[config.mk]
export PLATFORM = sky130hd
export DESIGN_NAME = psd_root_cell
export DESIGN_NICKNAME = d
export VERILOG_FILES = /design/src/sv/psd_pkg.sv /design/src/sv/psd_root_cell.sv
export SDC_FILE = /design/constraint.sdc
export NUM_CORES = 1
export LEC_CHECK = 0
export BUFFER_PORTS_ARGS = -buffer_cell sky130_fd_sc_hd__buf_2
export CORE_AREA = 2 2 367 369
export DETAILED_ROUTE_END_ITERATION = 6
export DIE_AREA = 0 0 369 371
export HOLD_SLACK_MARGIN = 0.05
export SLEW_MARGIN = 20
export SYNTH_ARGS = -nofsm -noshare
export SYNTH_HDL_FRONTEND = slang
export SYNTH_SLANG_ARGS = --single-unit
[constraint.sdc]
create_clock -name clk -period 15.2 [get_ports clk]
set_input_delay 1.52 -clock clk [delete_from_list [all_inputs] [get_ports clk]]
set_output_delay 1.52 -clock clk [all_outputs]
set_load 0.05 [all_outputs]
[src/sv/psd_pkg.sv]
package psd_pkg;

    localparam int COORD_WIDTH = 24;
    localparam int DIST_WIDTH  = 26;
    localparam int DIFF_WIDTH  = COORD_WIDTH + 1;
    localparam int PROD_WIDTH  = 2 * DIFF_WIDTH;
    localparam int WORD_WIDTH  = 64;
    localparam int HALF_WIDTH  = WORD_WIDTH / 2;
    localparam int WIDE_WIDTH  = 2 * WORD_WIDTH;

    typedef struct packed {
        logic                          op;
        logic signed [COORD_WIDTH-1:0] start_x;
        logic signed [COORD_WIDTH-1:0] start_y;
        logic signed [COORD_WIDTH-1:0] end_x;
        logic signed [COORD_WIDTH-1:0] end_y;
        logic signed [COORD_WIDTH-1:0] query_x;
        logic signed [COORD_WIDTH-1:0] query_y;
    } psd_in_t;

    typedef struct packed {
        logic [DIST_WIDTH-1:0] distance;
        logic                  used_endpoint;
        logic                  degenerate;
    } psd_out_t;

    // One lane of the bit-by-bit root search: largest root with root*root*den <= num.
    typedef struct packed {
        logic [WIDE_WIDTH-1:0] num;
        logic [WORD_WIDTH-1:0] den;
        logic [WIDE_WIDTH-1:0] acc_sq;   // root*root*den
        logic [WIDE_WIDTH-1:0] acc_lin;  // root*den
        logic [DIST_WIDTH-1:0] root;
    } root_lane_t;

    typedef struct packed {
        logic perp;
        logic used;
        logic degen;
    } psd_flags_t;

    typedef struct packed {
        logic [WIDE_WIDTH-1:0] num_a;
        logic [WORD_WIDTH-1:0] den_a;
        logic [WORD_WIDTH-1:0] num_b;
        psd_flags_t            flags;
    } psd_front_t;

endpackage

[src/sv/psd_root_cell.sv]
module psd_root_cell
    import psd_pkg::*;
#(
    parameter int BIT = DIST_WIDTH - 1
)
(
    input  logic       clk,
    input  logic       en,
    input  root_lane_t lane_in,
    output root_lane_t lane_out
);

    root_lane_t            lane_reg, lane_next;
    logic [WIDE_WIDTH-1:0] den_wide, cand;
    logic                  take;

    // (root + 2^BIT)^2 * den = acc_sq + acc_lin * 2^(BIT+1) + den * 2^(2*BIT)
    always_comb
    begin
        den_wide  = WIDE_WIDTH'(lane_in.den);
        cand      = lane_in.acc_sq + (lane_in.acc_lin << (BIT + 1)) + (den_wide << (2 * BIT));
        take      = (cand <= lane_in.num);
        lane_next = lane_in;
        if (take)
        begin
            lane_next.acc_sq  = cand;
            lane_next.acc_lin = lane_in.acc_lin + (den_wide << BIT);
            lane_next.root    = lane_in.root | (DIST_WIDTH'(1) << BIT);
        end
    end

    always_ff @(posedge clk)
    begin
        if (en)
        begin
            lane_reg <= lane_next;
        end
    end

    assign lane_out = lane_reg;

endmodule

Word-level counts from Yosys, hierarchy flattened
Index checks and enable logic that the tools add are counted.
- bits in registers: 474
- output and inout port bits: 474
- logic and storage cells: 11
- add/subtract/negate cells: 3
- order comparisons: 1
- mux-type cells: 1
- operators by type and width (operator ; number):
    $mux W282 ; 1
    $add A128 B114 Y128 ; 1
    $add A128 B128 Y128 ; 1
    $add A128 B89 Y128 ; 1
    $le A128 B128 Y1 ; 1

Longest topological paths before layout
Gate-level depths: netlist of run 1.
- depth in word-level cells: 4
- mapped depth: 32

Least setup slack after synthesis of run 1
OpenSTA, ideal clock, no wires.
- path type: input-to-reg
- start: input port lane_in[71] in the netlist's numbering
- end: register lane_reg, in the netlist lane_out[277], data pin
- setup time: 0.260 ns
- data arrival time: 7.341 ns
- required time: 14.940 ns
- path slack: 7.600 ns
- stages: 27
- buffers on the path: 4
- path through: fa_1 ha_1 buf_2 a21o_1 a21o_1 a21oi_1 o21ai_0 or4b_1 o21ai_1 nor3_1 a21bo_2 a21oi_4 o21ai_2 a311oi_2 xnor2_1 ha_1 nand4_1 or4_1 or3_1 inv_1 nand4b_1 o21a_1 nor2_1 buf_2 clkbuf_1 buf_2 mux2_2
- RTL lines (element ; line ; source):
    start: declaration ; psd_root_cell.sv:9 ; input root_lane_t lane_in,
    end signal: assignment ; psd_root_cell.sv:36 ; lane_reg <= lane_next;
    end: declaration ; psd_root_cell.sv:13 ; root_lane_t lane_reg, lane_next;

==> reports/qor.yml, run 1 <==
largest_register_ffs: 474
finalNonFillerCells: 5593
clkPwrFrac: 0.238
ios: 950
synth_edf_count: 474
ant_nets: 0
start_util: 0.239
grt_pass1_vias: 26922
grt.met1_usage: 0.247
dr.pass1.iters: 5
drive_gt1_frac: 0.317
fmax_ghz: 0.0993
place_inst: 5477
hold_viol: 0
cp.arrival_ns: 10.47
root_buffer: "clkbuf_16"
leakagePower_uw: 0.0181
ys_seq_area_frac: 0.448
layout_common_cells: "948 x buf_2, 474 x edfxtp_1, 329 x ha_1"
via_per_inst: 4.89
async_flop_share: 0
drv_cap: 0
min_to: "lane_out[5]$_DFFE_PP_"
fin_crit_ns: 10.07
p_per_area_nw_per_um2: 145
syn_nets: 3712
cts_tree: "done"
hp-class: "input pin to register"
drc_errors: 0
overflow: 0
ir_drop_mv: 0.0969
cp_max_fo: 39
path_class: "input pin to register"
place_area_um2: 38500
nets: 4640
postCtsHoldBufs: 0
wl_mm: 141
status: "completed"
synth_ff_type: "edfxtp_1"
hold_slack_ns: 1.02
io_buffers: 949
synth_cell_types: 90
yosys_warnings: 0
rows: 134
dieHeight_um: 371
finalPower_uw: 5850
busiest_layer: "met2"
p_int_uw: 3280
tns_ns: 0
cts_sinks: 474
cts_buffers: 57
wire_per_inst_um: 25.3
hold_depth: 1
globalRouteMet2Util: 0.329
sw_frac_of_total: 0.440
post_cts_buffers: 0
tightestPinTransition_ns: 1.04
p_sw_uw: 2570
cts_resized: 0
mostFrequentLayoutCell: "buf_2"
fin_area_um2: 40400
end_kind: "register"
required_ns: 15.60
p_comb_frac: 0.458
fp.dieW_um: 369
max-slew-margin-rel: 0.306
grt_max_degree: 125
maxSlewViolCount: 0
ctsLongestPathBuffers: 3
syn-cell-area_um2: 31800
syn_avg_cell_area_um2: 11.2
die_area_um2: 137000
finalCritPeriodShare: 0.662
critPathLaunchType: "input pin"
rsz0062_at_grt: "no"
synth-seq-cells: 474
setup_viol: 0
path_clk_slew_ns: 0.06
hpwl_mm: 120
synthCells: 2841
met3_usage: 0.0490
seqPwrFrac: 0.304
grt_usage: 0.197
area_delta_synth_final_pct: 27.2
grt_first_pass_wirelength_mm: 195
coreArea_um2: 133000
dr.first_iter.drc_count: 2196
hp-start: "lane_in[5]"
cts_max_level: 2
num_vias: 27351
gp_congestion: 0.938
antenna_found_initial: 28
## per-stage QoR
stage          setup slack (ns)   util
2_1_floorplan              7.60      -
3_3_place_gp               3.44  0.290
3_5_place_dp               3.82  0.290
4_1_cts                    4.50  0.304
5_1_grt                    4.66  0.304
6_report                   5.13  0.305
## cell families after synthesis
group | count (synthesis) | synth area share
XOR/XNOR | 195 | 0.0540
AO/OA/AOI/OAI | 770 | 0.158
adder cells (fa/ha/maj) | 395 | 0.171
multiplexers | 107 | 0.0379
AND/OR/NAND/NOR | 611 | 0.0958
flip-flops | 474 | 0.448
buffers and inverters | 289 | 0.0352
## how the worst max path moves through the flow
stage,start,end,slack [ns]
after floorplan,lane_in[71],lane_out[277]$_DFFE_PP_,7.60
after global placement,lane_in[282],lane_out[242]$_DFFE_PP_,3.44
after detailed placement,lane_in[282],lane_out[242]$_DFFE_PP_,3.82
after CTS,lane_in[282],lane_out[242]$_DFFE_PP_,4.50
after global routing,lane_in[282],lane_out[239]$_DFFE_PP_,4.66
final,lane_in[35],lane_out[189]$_DFFE_PP_,5.13
## routing by layer
| metal | part of all wire | vias up |
|---|---|---|
| met5 | 0.00052 | - |
| met4 | 0.034 | 14 |
| met3 | 0.083 | 208 |
| met2 | 0.47 | 1275 |
| met1 | 0.41 | 13372 |
| li1 | - | 12482 |
## cells in the mapped netlist, drive strengths merged (9+ instances only)
| cell | count | area, µm² |
|---|---|---|
| a211oi | 19 | 160 |
| a21o | 186 | 1400 |
| a21oi | 230 | 1170 |
| a221oi | 10 | 100 |
| a31oi | 16 | 100 |
| and2 | 10 | 62.6 |
| and3 | 31 | 195 |
| buf | 24 | 123 |
| clkbuf | 72 | 273 |
| edfxtp | 474 | 14200 |
| fa | 66 | 1320 |
| ha | 329 | 4120 |
| inv | 193 | 724 |
| mux2 | 107 | 1200 |
| nand2 | 188 | 706 |
| nand2b | 21 | 131 |
| nand3 | 39 | 200 |
| nand4 | 96 | 601 |
| nor2 | 118 | 443 |
| nor2b | 25 | 156 |
| nor3 | 27 | 140 |
| nor4 | 16 | 106 |
| o21a | 23 | 173 |
| o21ai | 158 | 798 |
| o21bai | 37 | 278 |
| o31ai | 21 | 176 |
| or2 | 12 | 75.1 |
| or3 | 9 | 56.3 |
| xnor2 | 104 | 918 |
| xor2 | 91 | 797 |
## power groups by stage
stage / sequential [µW] / combinational, µW / clock, µW
after floorplan: 2490 / 1100 / 0
after global placement: 1800 / 2650 / 0
after detailed placement: 1800 / 2670 / 0
after CTS: 1780 / 2680 / 1430
after global routing: 1790 / 2860 / 1470
final: 1780 / 2680 / 1390
## layout make-up
class                   count  area, µm²
flip-flops and latches    474      14200
multi-input cells        2078      16500
well taps                1768       2210
repair buffers            965       4900
fillers                 13832      92300
inverters                 193        724
diodes                      8       20.0
clock buffers              67       1460
clock inverters            40        413
## critical path, cell delays in order
cell       delay (ns)
buf_2            0.12
ha_1             0.26
ha_1             0.43
o21ai_0          0.12
nor2_1           0.49
a31oi_1          0.22
o41ai_2          0.70
o2111ai_1        0.57
a2111oi_2        0.82
o2111a_1         0.40
o21ai_1          0.18
and3_1           0.25
o21ai_1          0.16
xnor2_1          0.20
xor2_1           0.16
ha_1             0.32
nand4_1          0.11
or4_1            0.60
or3_1            0.43
inv_1            0.09
nand4b_1         0.16
o21a_1           0.28
nor2_4           0.37
buf_12           0.25
buf_4            0.49
buf_4            0.29
mux2_2           0.35
(Power assumes the default switching activity.)
==> run 2: changes to the inputs <==
==> constraint.sdc (replaced) <==
create_clock -name clk -period 9.8 [get_ports clk]
set_input_delay 0.98 -clock clk [delete_from_list [all_inputs] [get_ports clk]]
set_output_delay 0.98 -clock clk [all_outputs]
set_load 0.05 [all_outputs]
==> run 2 against run 1 <==
Worst hold slack worse by 0.53 ns; final area is 0.24% higher; power increased by 56%; core utilization is 0.072 points higher.
==> reports/qor.yml, run 2 (same netlist as run 1, synthesis figures left out) <==
status: "completed"
coreArea_um2: 133000  # unchanged
gp_congestion: 0.936  # -0.31%
die_area_um2: 137000  # unchanged
ctsLongestPathBuffers: 3  # unchanged
drc_errors: 0  # unchanged
dr.pass1.iters: 6  # +1
worst_slack_ns: 1.12  # -4.01 ns
grt_pass1_vias: 26719  # -0.75%
antenna_found_initial: 31  # +11%
postCtsHoldBufs: 0  # unchanged
wl_mm: 141  # -0.47%
critPathLaunchType: "input pin"
hp-class: "input pin to register"
setup_viol: 0  # unchanged
finalCritPeriodShare: 0.885
slowest_stage: "a2111oi_2"
cts_tree: "done"
nets: 4643  # +0.065%
max-slew-margin-rel: 0.182  # -0.124
finalNonFillerCells: 5597  # +0.072%
ir_drop_mv: 0.188  # +94%
seqPwrFrac: 0.302  # -0.002
rsz0062_at_grt: "no"
leakagePower_uw: 0.0181  # +0.27%
place_area_um2: 38600  # +0.26%
ios: 950  # unchanged
cts_buffers: 56  # -1.8%
num_vias: 27070  # -1.0%
fin_crit_ns: 8.68
pre_cts_slack_ns: 0.139  # -3.68 ns
rows: 134  # unchanged
cp.arrival_ns: 9.07  # -1.40 ns
start_util: 0.239  # unchanged
end_kind: "register"
required_ns: 10.19  # -5.41 ns
p_sw_uw: 3920  # +52%
grt_max_degree: 134  # +7.2%
ant_nets: 0  # unchanged
via_per_inst: 4.84  # -1.1%
cts_max_level: 2  # unchanged
hpwl_mm: 119  # -0.25%
place_inst: 5482  # +0.091%
tightestPinTransition_ns: 1.22  # +0.184 ns
cts_resized: 0  # unchanged
mostFrequentLayoutCell: "buf_2"
largest_register_ffs: 474  # unchanged
fmax_ghz: 0.115
max_stage_delay_ns: 0.80  # -0.02 ns
p_comb_frac: 0.456  # -0.002
fin_area_um2: 40500  # +0.24%
sw_frac_of_total: 0.431  # -0.00904
fin_util: 0.305  # +0.000716
drive_gt1_frac: 0.316  # -0.000869
drv_cap: 0  # unchanged
fp.dieW_um: 369  # unchanged
post_cts_buffers: 0  # unchanged
dr.first_iter.drc_count: 1893  # -14%
p_per_area_nw_per_um2: 224  # +55%
overflow: 0  # unchanged
layout_common_cells: "948 x buf_2, 474 x edfxtp_1, 329 x ha_1"
area_delta_synth_final_pct: 27.5
path_class: "input pin to register"
io_buffers: 949  # unchanged
cts_sinks: 474  # unchanged
grt_usage: 0.195  # -0.00152
finalPower_uw: 9090  # +56%
root_buffer: "clkbuf_16"
cp_max_fo: 20  # -49%
maxSlewViolCount: 0  # unchanged
hold_viol: 0  # unchanged
path_clk_slew_ns: 0.06  # about the same
clkPwrFrac: 0.242  # +0.004
path_common_cell: "ha_1"
wire_per_inst_um: 25.1  # -0.54%
dieHeight_um: 371  # unchanged
p_int_uw: 5180  # +58%
grt_first_pass_wirelength_mm: 193  # -0.71%
==> run 2: cell types whose count changed in the layout (fill, tap and decap cells not counted) <==
cell / previous run / this run
buf_12: 2 / 6
bufinv_16: 4 / 8
clkbuf_1: 10 / 14
clkinv_4: 5 / 2
clkinvlp_4: 6 / 3
diode_2: 8 / 11
clkinv_2: 9 / 7
inv_6: 4 / 2
clkbuf_16: 57 / 56
clkinv_16: 3 / 2
inv_8: 0 / 1
o21ai_2: 2 / 3
o21ai_4: 1 / 0
==> run 2: routing by layer <==
metal | up-vias | part of all wire | track usage
met4 | 12 | 0.030 | 0.0572
met2 | 1149 | 0.48 | 0.333
li1 | 12507 | - | -
met3 | 188 | 0.077 | 0.0502
met1 | 13214 | 0.41 | 0.241
met5 | - | 0.00054 | 0
==> run 2: stage by stage <==
step	hold WS [ns]	setup TNS (ns)
after detailed placement	1.16	0
after floorplan	1.08	0
after global placement	1.16	-10.02
after global routing	0.442	0
final	0.495	0
after CTS	0.419	0
==> run 2: layout make-up <==
| type | instances | area, µm² |
|---|---|---|
| inverters | 193 | 724 |
| clock buffers | 70 | 1450 |
| well taps | 1768 | 2210 |
| repair buffers | 969 | 4980 |
| clock inverters | 34 | 438 |
| diodes | 11 | 27.5 |
| flip-flops and latches | 474 | 14200 |
| fillers | 13787 | 92200 |
| multi-input cells | 2078 | 16500 |
==> run 2: worst max-delay path, delay by kind of cell <==
family | cells | cell delay, ns
buf+inv | 4 | 0.48
fa+ha+maj | 4 | 1.26
xor+xnor | 3 | 0.47
compound gates | 10 | 3.16
simple gates | 9 | 2.66
==> run 2: worst paths after layout <==
check / start / to / cells after the start
setup / recovery: lane_in[181] / lane_out[149]$_DFFE_PP_ / 30
hold / removal: lane_in[0] / lane_out[0]$_DFFE_PP_ / 1
==> run 2: power by group through the flow <==
stage | registers [µW] | clock network [µW] | logic (µW)
3_3_place_gp | 2780 | 0 | 4150
3_5_place_dp | 2780 | 0 | 4150
2_1_floorplan | 3860 | 0 | 1710
6_report | 2740 | 2200 | 4150
4_1_cts | 2750 | 2260 | 4180
5_1_grt | 2770 | 2320 | 4450
